<file path="src/sv/s2a_pkg.sv">
// ----------------------------------------------------------------------------
// s2a_pkg
// Shared types, scancode constants and keymap tables for the set-1 scancode
// to ASCII decoder with its character FIFO.
// ----------------------------------------------------------------------------
`default_nettype none

package s2a_pkg;

  localparam logic [7:0] SC_LSHIFT_MAKE  = 8'h2A;
  localparam logic [7:0] SC_RSHIFT_MAKE  = 8'h36;
  localparam logic [7:0] SC_LSHIFT_BREAK = 8'hAA;
  localparam logic [7:0] SC_RSHIFT_BREAK = 8'hB6;
  localparam logic [7:0] SC_CAPS_MAKE    = 8'h3A;

  localparam logic OP_SCANCODE = 1'b0;
  localparam logic OP_READ     = 1'b1;

  localparam logic [1:0] CMD_NONE = 2'd0;
  localparam logic [1:0] CMD_PUSH = 2'd1;
  localparam logic [1:0] CMD_READ = 2'd2;

  localparam int CHAR_W = 7;
  localparam int FILL_W = 7;

  typedef struct packed {
    logic [1:0]        kind;
    logic [CHAR_W-1:0] ch;
  } cmd_t;

  function automatic logic [CHAR_W-1:0] plain_char(input logic [6:0] idx);
    logic [CHAR_W-1:0] c;
    unique case (idx)
      7'd1:  c = 7'h1B;
      7'd2:  c = 7'h31;
      7'd3:  c = 7'h32;
      7'd4:  c = 7'h33;
      7'd5:  c = 7'h34;
      7'd6:  c = 7'h35;
      7'd7:  c = 7'h36;
      7'd8:  c = 7'h37;
      7'd9:  c = 7'h38;
      7'd10: c = 7'h39;
      7'd11: c = 7'h30;
      7'd12: c = 7'h2D;
      7'd13: c = 7'h3D;
      7'd14: c = 7'h08;
      7'd15: c = 7'h09;
      7'd16: c = 7'h71;
      7'd17: c = 7'h77;
      7'd18: c = 7'h65;
      7'd19: c = 7'h72;
      7'd20: c = 7'h74;
      7'd21: c = 7'h79;
      7'd22: c = 7'h75;
      7'd23: c = 7'h69;
      7'd24: c = 7'h6F;
      7'd25: c = 7'h70;
      7'd26: c = 7'h5B;
      7'd27: c = 7'h5D;
      7'd28: c = 7'h0A;
      7'd30: c = 7'h61;
      7'd31: c = 7'h73;
      7'd32: c = 7'h64;
      7'd33: c = 7'h66;
      7'd34: c = 7'h67;
      7'd35: c = 7'h68;
      7'd36: c = 7'h6A;
      7'd37: c = 7'h6B;
      7'd38: c = 7'h6C;
      7'd39: c = 7'h3B;
      7'd40: c = 7'h27;
      7'd41: c = 7'h60;
      7'd43: c = 7'h5C;
      7'd44: c = 7'h7A;
      7'd45: c = 7'h78;
      7'd46: c = 7'h63;
      7'd47: c = 7'h76;
      7'd48: c = 7'h62;
      7'd49: c = 7'h6E;
      7'd50: c = 7'h6D;
      7'd51: c = 7'h2C;
      7'd52: c = 7'h2E;
      7'd53: c = 7'h2F;
      7'd55: c = 7'h2A;
      7'd57: c = 7'h20;
      default: c = 7'h00;
    endcase
    return c;
  endfunction

  function automatic logic [CHAR_W-1:0] shifted_char(input logic [6:0] idx);
    logic [CHAR_W-1:0] c;
    unique case (idx)
      7'd1:  c = 7'h1B;
      7'd2:  c = 7'h21;
      7'd3:  c = 7'h40;
      7'd4:  c = 7'h23;
      7'd5:  c = 7'h24;
      7'd6:  c = 7'h25;
      7'd7:  c = 7'h5E;
      7'd8:  c = 7'h26;
      7'd9:  c = 7'h2A;
      7'd10: c = 7'h28;
      7'd11: c = 7'h29;
      7'd12: c = 7'h5F;
      7'd13: c = 7'h2B;
      7'd14: c = 7'h08;
      7'd15: c = 7'h09;
      7'd16: c = 7'h51;
      7'd17: c = 7'h57;
      7'd18: c = 7'h45;
      7'd19: c = 7'h52;
      7'd20: c = 7'h54;
      7'd21: c = 7'h59;
      7'd22: c = 7'h55;
      7'd23: c = 7'h49;
      7'd24: c = 7'h4F;
      7'd25: c = 7'h50;
      7'd26: c = 7'h7B;
      7'd27: c = 7'h7D;
      7'd28: c = 7'h0A;
      7'd30: c = 7'h41;
      7'd31: c = 7'h53;
      7'd32: c = 7'h44;
      7'd33: c = 7'h46;
      7'd34: c = 7'h47;
      7'd35: c = 7'h48;
      7'd36: c = 7'h4A;
      7'd37: c = 7'h4B;
      7'd38: c = 7'h4C;
      7'd39: c = 7'h3A;
      7'd40: c = 7'h22;
      7'd41: c = 7'h7E;
      7'd43: c = 7'h7C;
      7'd44: c = 7'h5A;
      7'd45: c = 7'h58;
      7'd46: c = 7'h43;
      7'd47: c = 7'h56;
      7'd48: c = 7'h42;
      7'd49: c = 7'h4E;
      7'd50: c = 7'h4D;
      7'd51: c = 7'h3C;
      7'd52: c = 7'h3E;
      7'd53: c = 7'h3F;
      7'd55: c = 7'h2A;
      7'd57: c = 7'h20;
      default: c = 7'h00;
    endcase
    return c;
  endfunction

endpackage

`default_nettype wire

</file>
<file path="src/sv/s2a_front.sv">
// ----------------------------------------------------------------------------
// s2a_front
// Accepts input transactions, tracks shift and caps lock, and turns each
// one into a command (read, push character, or nothing) for the back end.
// ----------------------------------------------------------------------------
`default_nettype none

module s2a_front (
  input  wire logic          clk,
  input  wire logic          rst,
  input  wire logic          in_valid,
  input  wire logic          in_ready,
  input  wire logic          op,
  input  wire logic [7:0]    scancode,
  output s2a_pkg::cmd_t      cmd
);

  logic shift_held;
  logic shift_held_next;
  logic caps_lock;
  logic caps_lock_next;
  logic [s2a_pkg::CHAR_W-1:0] plain;
  logic [s2a_pkg::CHAR_W-1:0] shifted;
  logic letter_key;
  logic use_shift;
  logic [s2a_pkg::CHAR_W-1:0] ch;

  always_comb begin
    plain      = s2a_pkg::plain_char(scancode[6:0]);
    shifted    = s2a_pkg::shifted_char(scancode[6:0]);
    letter_key = (plain >= 7'h61) && (plain <= 7'h7A);
    use_shift  = shift_held ^ (caps_lock & letter_key);
    ch         = use_shift ? shifted : plain;
  end

  always_comb begin
    cmd             = '{kind: s2a_pkg::CMD_NONE, ch: ch};
    shift_held_next = shift_held;
    caps_lock_next  = caps_lock;
    if (op == s2a_pkg::OP_READ) begin
      cmd.kind = s2a_pkg::CMD_READ;
    end else begin
      unique case (scancode) inside
        s2a_pkg::SC_LSHIFT_MAKE, s2a_pkg::SC_RSHIFT_MAKE: begin
          shift_held_next = 1'b1;
        end
        s2a_pkg::SC_LSHIFT_BREAK, s2a_pkg::SC_RSHIFT_BREAK: begin
          shift_held_next = 1'b0;
        end
        s2a_pkg::SC_CAPS_MAKE: begin
          caps_lock_next = ~caps_lock;
        end
        default: begin
          if (!scancode[7] && (ch != '0)) begin
            cmd.kind = s2a_pkg::CMD_PUSH;
          end
        end
      endcase
    end
  end

  always_ff @(posedge clk) begin
    if (rst) begin
      shift_held <= 1'b0;
      caps_lock  <= 1'b0;
    end else if (in_valid && in_ready) begin
      shift_held <= shift_held_next;
      caps_lock  <= caps_lock_next;
    end
  end

endmodule

`default_nettype wire

</file>
<file path="src/sv/s2a_queue.sv">
// ----------------------------------------------------------------------------
// s2a_queue
// Two-entry command queue between the front end and the back end.
// ----------------------------------------------------------------------------
`default_nettype none

module s2a_queue (
  input  wire logic          clk,
  input  wire logic          rst,
  input  wire logic          push,
  input  wire s2a_pkg::cmd_t push_cmd,
  output logic               not_full,
  input  wire logic          pop,
  output logic               not_empty,
  output s2a_pkg::cmd_t      head
);

  s2a_pkg::cmd_t entry [2];
  logic       wr_ptr;
  logic       rd_ptr;
  logic [1:0] count;

  assign not_full  = (count != 2'd2);
  assign not_empty = (count != 2'd0);
  assign head      = entry[rd_ptr];

  always_ff @(posedge clk) begin
    if (push) begin
      entry[wr_ptr] <= push_cmd;
    end
  end

  always_ff @(posedge clk) begin
    if (rst) begin
      wr_ptr <= 1'b0;
      rd_ptr <= 1'b0;
      count  <= 2'd0;
    end else begin
      if (push) wr_ptr <= ~wr_ptr;
      if (pop)  rd_ptr <= ~rd_ptr;
      if (push && !pop) begin
        count <= count + 2'd1;
      end else if (pop && !push) begin
        count <= count - 2'd1;
      end
    end
  end

endmodule

`default_nettype wire

</file>
<file path="src/sv/s2a_back.sv">
// ----------------------------------------------------------------------------
// s2a_back
// Executes commands against the character ring FIFO and holds the result
// in an output register until the downstream side takes it.
// ----------------------------------------------------------------------------
`default_nettype none

module s2a_back #(
  parameter int FIFO_DEPTH = 128
) (
  input  wire logic                       clk,
  input  wire logic                       rst,
  input  wire logic                       cmd_valid,
  input  wire s2a_pkg::cmd_t              cmd,
  output logic                            cmd_pop,
  output logic                            out_valid,
  input  wire logic                       out_ready,
  output logic                            char_valid,
  output logic [s2a_pkg::CHAR_W-1:0]      char_code,
  output logic                            dropped,
  output logic [s2a_pkg::FILL_W-1:0]      fill_level
);

  localparam int PW = $clog2(FIFO_DEPTH);
  localparam int XW = (PW > s2a_pkg::FILL_W) ? PW : s2a_pkg::FILL_W;
  localparam logic [PW-1:0] LAST  = PW'(FIFO_DEPTH - 1);

  logic [s2a_pkg::CHAR_W-1:0] mem [FIFO_DEPTH];
  logic [PW-1:0] rd_ptr;
  logic [PW-1:0] wr_ptr;
  logic [PW-1:0] count;
  logic [PW-1:0] count_next;
  logic [s2a_pkg::CHAR_W-1:0] rd_data;
  logic fire;
  logic empty;
  logic full;
  logic do_write;
  logic do_read;
  logic hit;
  logic drop_next;
  logic [XW-1:0] count_wide;

  assign fire    = cmd_valid && (!out_valid || out_ready);
  assign cmd_pop = fire;
  assign empty   = (count == '0);
  assign full    = (count == LAST);

  always_comb begin
    do_write   = 1'b0;
    do_read    = 1'b0;
    drop_next  = 1'b0;
    count_next = count;
    case (cmd.kind)
      s2a_pkg::CMD_PUSH: begin
        if (full) begin
          drop_next = 1'b1;
        end else begin
          do_write   = 1'b1;
          count_next = count + 1'b1;
        end
      end
      s2a_pkg::CMD_READ: begin
        if (!empty) begin
          do_read    = 1'b1;
          count_next = count - 1'b1;
        end
      end
      default: ;
    endcase
  end

  always_ff @(posedge clk) begin
    if (fire && do_write) begin
      mem[wr_ptr] <= cmd.ch;
    end
    if (fire && do_read) begin
      rd_data <= mem[rd_ptr];
    end
  end

  always_ff @(posedge clk) begin
    if (rst) begin
      rd_ptr    <= '0;
      wr_ptr    <= '0;
      count     <= '0;
      out_valid <= 1'b0;
      hit       <= 1'b0;
      dropped   <= 1'b0;
    end else begin
      if (fire) begin
        count   <= count_next;
        hit     <= do_read;
        dropped <= drop_next;
        if (do_write) wr_ptr <= (wr_ptr == LAST) ? '0 : wr_ptr + 1'b1;
        if (do_read)  rd_ptr <= (rd_ptr == LAST) ? '0 : rd_ptr + 1'b1;
        out_valid <= 1'b1;
      end else if (out_ready) begin
        out_valid <= 1'b0;
      end
    end
  end

  assign count_wide = XW'(count);
  assign fill_level = count_wide[s2a_pkg::FILL_W-1:0];
  assign char_valid = hit;
  assign char_code  = hit ? rd_data : '0;

endmodule

`default_nettype wire

</file>
<file path="src/sv/scancode_to_ascii_fifo.sv">
// ----------------------------------------------------------------------------
// scancode_to_ascii_fifo
// Set-1 keyboard scancode decoder feeding a character ring FIFO.
// ----------------------------------------------------------------------------
// Input stream: s_axis_tuser selects the transaction kind (0 = scancode byte
// in s_axis_tdata, 1 = host read of one character). Every input transaction
// yields exactly one output transaction on m_axis, in order.
// Output: char_valid, char_code, dropped and the FIFO fill level after the
// transaction. A read of an empty FIFO returns char_valid 0; a character
// decoded while the FIFO holds FIFO_DEPTH-1 entries is dropped and flagged.
// Path: a transaction accepted on s_axis is written into the command queue,
// then moved by the back end into the output register that drives m_axis.
// Throughput: one transaction per cycle while the receiver is ready, limited
// by the single FIFO write or read the back end does per cycle.
// A stalled receiver holds the output register; the two-entry command queue
// keeps s_axis_tready high until it fills, after which the input stalls.
// Synchronous reset clears shift, caps lock, the FIFO pointers and all
// valid flags; FIFO storage is not cleared and needs no clearing pass.
// ----------------------------------------------------------------------------
`default_nettype none

module scancode_to_ascii_fifo #(
  parameter int FIFO_DEPTH = 128
) (
  input  wire logic        clk,
  input  wire logic        rst,
  input  wire logic        s_axis_tvalid,
  output logic             s_axis_tready,
  input  wire logic [7:0]  s_axis_tdata,   // [7:0] scancode
  input  wire logic [0:0]  s_axis_tuser,   // [0] op
  output logic             m_axis_tvalid,
  input  wire logic        m_axis_tready,
  output logic [15:0]      m_axis_tdata    // [0] char_valid, [7:1] char_code,
                                           // [8] dropped, [15:9] fill_level
);

  s2a_pkg::cmd_t front_cmd;
  s2a_pkg::cmd_t queue_head;
  logic q_not_full;
  logic q_not_empty;
  logic q_pop;
  logic char_valid;
  logic [s2a_pkg::CHAR_W-1:0] char_code;
  logic dropped;
  logic [s2a_pkg::FILL_W-1:0] fill_level;

  assign s_axis_tready = q_not_full;

  s2a_front u_front (
    .clk      (clk),
    .rst      (rst),
    .in_valid (s_axis_tvalid),
    .in_ready (q_not_full),
    .op       (s_axis_tuser[0]),
    .scancode (s_axis_tdata),
    .cmd      (front_cmd)
  );

  s2a_queue u_queue (
    .clk       (clk),
    .rst       (rst),
    .push      (s_axis_tvalid && q_not_full),
    .push_cmd  (front_cmd),
    .not_full  (q_not_full),
    .pop       (q_pop),
    .not_empty (q_not_empty),
    .head      (queue_head)
  );

  s2a_back #(
    .FIFO_DEPTH (FIFO_DEPTH)
  ) u_back (
    .clk        (clk),
    .rst        (rst),
    .cmd_valid  (q_not_empty),
    .cmd        (queue_head),
    .cmd_pop    (q_pop),
    .out_valid  (m_axis_tvalid),
    .out_ready  (m_axis_tready),
    .char_valid (char_valid),
    .char_code  (char_code),
    .dropped    (dropped),
    .fill_level (fill_level)
  );

  assign m_axis_tdata = {fill_level, dropped, char_code, char_valid};

endmodule

`default_nettype wire

</file>
<file path="config.mk">
export PLATFORM = sky130hd
export DESIGN_NAME = scancode_to_ascii_fifo
export DESIGN_NICKNAME = d
export VERILOG_FILES = /design/src/sv/s2a_pkg.sv /design/src/sv/s2a_front.sv /design/src/sv/s2a_queue.sv /design/src/sv/s2a_back.sv /design/src/sv/scancode_to_ascii_fifo.sv
export SDC_FILE = /design/constraint.sdc
export NUM_CORES = 1
export LEC_CHECK = 0
export CELL_PAD_IN_SITES_DETAIL_PLACEMENT = 0
export CELL_PAD_IN_SITES_GLOBAL_PLACEMENT = 2
export CORE_UTILIZATION = 30
export DETAILED_ROUTE_END_ITERATION = 8
export DONT_BUFFER_PORTS = 1
export PLACE_DENSITY = 0.56
export SYNTH_ARGS = -nofsm -noshare
export SYNTH_HDL_FRONTEND = slang
export SYNTH_HIERARCHICAL = 1
export SYNTH_SLANG_ARGS = --single-unit
export TNS_END_PERCENT = 50
</file>
<file path="constraint.sdc">
create_clock -name clk -period 8.2 [get_ports clk]
set_clock_uncertainty 0.1 [all_clocks]
set_input_delay 1.64 -clock clk [delete_from_list [all_inputs] [get_ports clk]]
set_output_delay 1.64 -clock clk [all_outputs]
set_load 0.02 [all_outputs]
</file>
==> results of run 1 <==
through the flow:
step	utilization [%]	power [mW]	worst slack, ns	hold slack (ns)	area (um2)
detailed placement	31.6	7.50	3.27	0.386	40900
global placement	31.6	7.50	3.44	0.378	40900
CTS	34.1	12.1	3.79	0.400	44200
global route	34.1	12.3	3.59	0.434	44200
finish	34.1	11.9	3.80	0.397	44200
floorplan	-	6.84	3.65	0.361	39200
power breakdown:
group          total (mW)  switching [mW]  internal [mW]
Clock                4.59            1.90           2.68
Sequential           5.97          0.0654           5.90
Combinational        1.37            1.06          0.307
Total                11.9            3.03           8.89
worst min-delay path by stage:
| stage | startpoint | to | slack, ns | depth (start not counted) |
|---|---|---|---|---|
| after floorplan | u_queue/count[1]$_SDFFE_PP0P_ | u_queue/count[1]$_SDFFE_PP0P_ | 0.36 | 2 |
| after global placement | u_queue/count[1]$_SDFFE_PP0P_ | u_queue/count[1]$_SDFFE_PP0P_ | 0.38 | 2 |
| after CTS | u_queue/count[1]$_SDFFE_PP0P_ | u_queue/count[1]$_SDFFE_PP0P_ | 0.40 | 2 |
| after global routing | u_queue/count[1]$_SDFFE_PP0P_ | u_queue/count[1]$_SDFFE_PP0P_ | 0.43 | 2 |
| final | u_queue/count[1]$_SDFFE_PP0P_ | u_queue/count[1]$_SDFFE_PP0P_ | 0.40 | 2 |
| after detailed placement | u_queue/count[1]$_SDFFE_PP0P_ | u_queue/count[1]$_SDFFE_PP0P_ | 0.39 | 2 |
Yosys cell counts, types with 6 or more instances:
| cell type | count | area share, % |
|---|---|---|
| o41ai_1 | 7 | 0.16 |
| and2_1 | 17 | 0.27 |
| a211oi_1 | 28 | 0.54 |
| nand2b_1 | 13 | 0.21 |
| a31oi_1 | 12 | 0.19 |
| a221o_1 | 6 | 0.15 |
| mux4_2 | 170 | 9.8 |
| o22ai_1 | 27 | 0.43 |
| clkbuf_1 | 33 | 0.32 |
| mux2_1 | 11 | 0.32 |
| buf_4 | 43 | 0.82 |
| a211o_1 | 10 | 0.22 |
| o221ai_1 | 9 | 0.20 |
| nor3_1 | 7 | 0.089 |
| dfxtp_1 | 31 | 1.6 |
| a221oi_1 | 17 | 0.38 |
| inv_1 | 15 | 0.14 |
| mux2_2 | 42 | 1.2 |
| a21oi_1 | 43 | 0.55 |
| o21ai_0 | 30 | 0.38 |
| xor2_1 | 8 | 0.18 |
| edfxtp_1 | 921 | 71 |
| a22oi_1 | 24 | 0.46 |
| buf_6 | 12 | 0.34 |
| nand3_1 | 20 | 0.26 |
| nor2_1 | 193 | 1.8 |
| or3_1 | 10 | 0.16 |
| a22o_1 | 9 | 0.20 |
| and3_1 | 6 | 0.096 |
| ha_1 | 18 | 0.57 |
| xnor2_1 | 9 | 0.20 |
| nand4_1 | 9 | 0.14 |
| mux2i_1 | 108 | 2.8 |
| nand2_1 | 53 | 0.51 |
| nor2b_1 | 45 | 0.72 |
| buf_2 | 35 | 0.45 |
| a32oi_1 | 8 | 0.18 |
| nor4_1 | 8 | 0.13 |
| a2111oi_0 | 7 | 0.16 |
worst max-delay path, cell delays in order, from the launching register on:
cell     delay [ns]
dfxtp_1        0.66
mux2_1         0.45
nor4b_4        0.50
nor3b_1        0.69
nand2_2        0.83
nor2_1         0.76
registers in the layout, summed over array words and instances, names as in the netlist, named ones only:
signal / cells
u_back/char_valid: 1
u_back/dropped: 1
u_back/fill_level: 7
u_back/mem: 896
u_back/out_valid: 1
u_back/rd_data: 7
u_back/rd_ptr: 7
u_back/wr_ptr: 7
u_front/caps_lock: 1
u_front/shift_held: 1
u_queue/count: 2
u_queue/entry: 18
u_queue/rd_ptr: 1
u_queue/wr_ptr: 1
final cells by class:
type / instances / area [um2] / area share (%)
clock buffer: 127 / 2710 / 6.13
clock inverter: 65 / 614 / 1.39
inverter: 19 / 71.3 / 0.161
multi-input combinational: 1063 / 10100 / 22.8
sequential: 952 / 28300 / 64.0
tap: 1742 / 2180 / 4.93
timing repair buffer: 29 / 255 / 0.577
cells by family (layout without fill, tap and decap cells):
kind of cell             Yosys count  count (layout)
AND/OR/NAND/NOR                  407             407
AO/OA/AOI/OAI                    287             287
adder cells (fa/ha/maj)           18              18
XOR/XNOR                          18              18
flip-flops                       952             952
multiplexers                     333             333
buffers and inverters            146             240
per-layer routing:
layer	routed length, um	global-route usage [%]	share of wire (%)
met3	5740	2.61	5.1
met2	52200	27.0	47
met1	51500	24.2	46
met4	2570	4.32	2.3
met5	0	0	0
==> qor.csv, run 1 <==
stage;metric;value;unit
synth;async_reset_ff_share;0;%
clock_tree;cts_tree;yes;
synth;yosys.area_share.adder;0.575;%
drt;viasPerCell;5.16;
sta;fmax;227;MHz
synth;synth_top_family_by_area;multiplexers;
die;coreArea;129000;um2
synth;synthMuxAreaShare;14.1;%
synth;netlist_area;39200;um2
synth;synth_seq_area_share;72.1;%
layout;syn2layout_area_growth;12.8;%
grt;antenna_found_initial;2;
grt;overflow;0;
clock_tree;cts_setup_buffers;0;
placed_design;io_buffers;0;
worst_setup_path;rrSetupSlack;3.80;ns
synth;synth_ff_type;edfxtp_1;
synth;synth_area_per_cell;18.1;um2
die;io_pins;31;
worst_setup_path;cp.required;8.40;ns
synth;yosys.area_share.simple;5.00;%
drt;wl_per_cell;28.0;um
drt;drc_errors;0;
drt;dr.first_iter.drc_count;1783;
layout;final_cell_mix;921 x edfxtp_1, 193 x nor2_1, 170 x mux4_2, 108 x mux2i_1, 104 x clkbuf_16;
synth;synth_xor_area_share;0.450;%
worst_setup_path;cp_data_arrival_time;4.60;ns
synth;yosysUniqueCellTypes;87;
sta;post-route-period-util;53.6;%
power_and_ir_drop;irDropWorstVdd;0.146;mV
worst_setup_path;r2r.worst_path.cells;5;
worst_setup_path;r2r-end;u_back/mem[96][4]$_DFFE_PP_;
layout;nets;2198;
clock_tree;cts_num_sinks;952;
grt;grt_pass1_wl;161000;um
sta;relSlewSlack;22.2;%
die;chipHeight;363;um
placed_design;place_hpwl;68200;um
clock_tree;cts_root_buf;clkbuf_16;
clock_tree;clock_latency;0.66;ns
worst_hold_path;hold_path.class;reg -> reg;
synth;synthCells;2161;
run;drv_cap;0;
clock_tree;clk_pin_slew_worst_paths;0.06;ns
grt;grtUsageTotal;17.0;%
placed_design;dp_cells;3805;
synth;synth_compound_area_share;5.48;%
sta;fin_setup_tns;0;ns
sta;rsz0062_at_grt;no;
die;die_w;363;um
drt;dr_total_vias;20600;
clock_tree;clockBufferDepth;3;
sta;min_period;4.40;ns
layout;num-fill-cells;12300;
placed_design;routabilityCongestion;0.794;
layout;diodes;0;
worst_setup_path;crit_type;reg -> reg;
synth;syn-num-nets;2192;
synth;synth_edf_count;921;
sta;setup_viol_count_final;0;
die;initial_utilization;30.3;%
sta;final_hold_viol_count;0;
layout;final_common_cell;edfxtp_1;
synth;synth-seq-cells;952;
drt;dr.pass1.iters;5;
layout;fin_cells;3997;
worst_setup_path;worstSetupStartpointType;register;
synth;ys.warnings.count;6;
worst_setup_path;crit_end;u_back/mem[96][4]$_DFFE_PP_;
status;status;finished clean;
clock_tree;cts-hold-fix-buffers;0;
grt;grt_max_degree;117;
clock_tree;numCtsBuffers;102;
worst_setup_path;cp_max_fo;16;
power_and_ir_drop;p_leak;13.2;nW
sta;maxSlewViolCount;0;
drt;drtAntennaViolNets;0;
worst_setup_path;cp-end-kind;register;
die;row_count;132;
sta;worstMarginPinSlew;1.17;ns
layout;drive_above_1_share;19.6;%
drt;wl;112000;um
clock_tree;htree_levels;3;
grt;grt_pass1_vias;21200;
power_and_ir_drop;powerDensity;270;nW/um2
die;die_area;132000;um2
clock_tree;cts_resized;0;
Note: power is estimated with default switching activity, not from simulation.
==> run 2, diff against run 1 <==
PLACE_DENSITY = 0.57   (was 0.56)
clock period = 3.7 ns   (was 8.2 ns; I/O delays follow)
==> run 2 against run 1 <==
Die area is the same. Critical endpoint is now u_back/rd_data[3]$_DFFE_PP_. Worst setup slack got worse by 3.6 ns. Non-clock buffer count is 174 higher. Largest cell class unchanged.
==> qor.csv, run 2 (synthesis results as in run 1) <==
stage;metric;value;unit
die;chipHeight;363;um
sta;min_period;3.47;ns
layout;top_register;u_back/mem;
layout;num-fill-cells;12200;
layout;seq_area;28300;um2
clock_tree;cts_tree;yes;
worst_setup_path;cp_max_fo;26;
sta;fmax;289;MHz
clock_tree;cts_root_buf;clkbuf_16;
layout;syn2layout_area_growth;16.6;%
die;coreArea;129000;um2
sta;rsz0062_at_grt;no;
placed_design;routabilityCongestion;0.799;
power_and_ir_drop;p_leak;14.1;nW
drt;drtAntennaViolNets;0;
placed_design;dp_cells;3976;
die;row_count;132;
placed_design;dp_slack;0.0131;ns
placed_design;place_area;42400;um2
drt;dr.pass1.iters;5;
layout;fin_util;35.3;%
layout;drive_above_1_share;24.8;%
sta;relSlewSlack;25.2;%
clock_tree;cts_setup_buffers;0;
worst_setup_path;critPathTopFamily;compound AO/OA/AOI/OAI gates;
worst_setup_path;cp.required;4.04;ns
sta;fin_ws;0.235;ns
sta;setup_viol_count_final;0;
power_and_ir_drop;finalPower;26.2;mW
sta;worstMarginPinSlew;1.11;ns
drt;drc_errors;0;
clock_tree;clockBufferDepth;3;
clock_tree;clock_latency;0.71;ns
grt;grtUsageTotal;16.3;%
drt;dr.first_iter.drc_count;2056;
clock_tree;htree_levels;3;
worst_hold_path;hold_path.class;in -> reg;
drt;route.met2.wl;50000;um
drt;wl;108000;um
status;status;finished clean;
layout;final_cell_area;45700;um2
worst_setup_path;crit_type;reg -> reg;
sta;final_hold_viol_count;0;
layout;largest_register_ff_count;896;
worst_setup_path;worstSetupStartpointType;register;
worst_setup_path;cp_slowest_stage_delay;0.85;ns
run;drv_cap;0;
worst_setup_path;cp-end-kind;register;
sta;hold_ws;0.147;ns
worst_setup_path;crit_path_top_delay_cell;a2111oi_1;
grt;antenna_found_initial;5;
power_and_ir_drop;irDropWorstVdd;0.364;mV
drt;top_layer;met4;
grt;overflow;0;
sta;maxSlewViolCount;0;
power_and_ir_drop;powerDensity;574;nW/um2
worst_setup_path;cp_data_arrival_time;3.81;ns
layout;final_cell_mix;921 x edfxtp_1, 193 x nor2_1, 179 x buf_4, 170 x mux4_2, 108 x mux2i_1;
grt;grt_max_degree;88;
sta;fin_setup_tns;0;ns
worst_setup_path;crit_chain;buf_12, mux4_2, a2111oi_1, buf_4, a211o_1, a21oi_1;
layout;nets;2373;
worst_setup_path;worst-path-buf-inv;2;
die;io_pins;31;
layout;final_common_cell;edfxtp_1;
drt;met3_length;5760;um
die;die_w;363;um
die;die_area;132000;um2
grt;grt_pass1_vias;21600;
layout;multi_input_area;10100;um2
placed_design;place_hpwl;69300;um
placed_design;io_buffers;0;
layout;fin_cells;4171;
clock_tree;cts_num_sinks;952;
sta;post-route-period-util;93.7;%
drt;dr_total_vias;21000;
drt;viasPerCell;5.04;
drt;wl_per_cell;25.8;um
drt;wl_met1;49600;um
layout;reg_top3;u_back/mem: 896 flops, u_queue/entry: 18 flops;
clock_tree;numCtsBuffers;103;
grt;grt_pass1_wl;156000;um
die;initial_utilization;30.3;%
clock_tree;clk_pin_slew_worst_paths;0.06;ns
## run 2: where the power goes
group	internal [mW]	switching, mW	leakage (nW)	total (mW)
logic	0.835	2.15	3.96	2.99
registers	13.1	0.143	8.57	13.2
clock network	5.81	4.24	1.62	10.1
## run 2: path summary, 6_finish.rpt
check / slack [ns] / cells after the start / startpoint / endpoint
max: 0.23 / 6 / u_back/rd_ptr[0]$_SDFFE_PP0P_ / u_back/rd_data[3]$_DFFE_PP_
min: 0.15 / 2 / rst / u_back/wr_ptr[5]$_SDFFE_PP0P_
max reg2reg: 0.23 / 6 / u_back/rd_ptr[0]$_SDFFE_PP0P_ / u_back/rd_data[3]$_DFFE_PP_
min reg2reg: 0.41 / 2 / u_queue/count[1]$_SDFFE_PP0P_ / u_queue/count[1]$_SDFFE_PP0P_
## run 2: repair_timing
| item | in CTS | in global routing |
|---|---|---|
| cloned | 0 | 0 |
| pin swaps | 0 | 0 |
| hold buffers | 3 | 0 |
| resized for setup | 1 | 1 |
| endpoints found under the setup margin | 1 | 1 |
| endpoints found under the hold margin | 27 | 0 |
## run 2: area by class of cell
class	instances	share of cell area, %
inverter	19	0.156
tap	1742	4.77
timing repair buffer	203	3.95
multi-input combinational	1063	22.0
antenna	1	0.00547
sequential	952	61.9
clock inverter	69	1.42
clock buffer	122	5.79
## run 2: metal layers
metal / global-route usage [%] / up-vias
met5: 0 / -
met4: 4.46 / 0
met3: 2.40 / 137
met2: 25.8 / 572
met1: 23.4 / 11200
li1: - / 9162
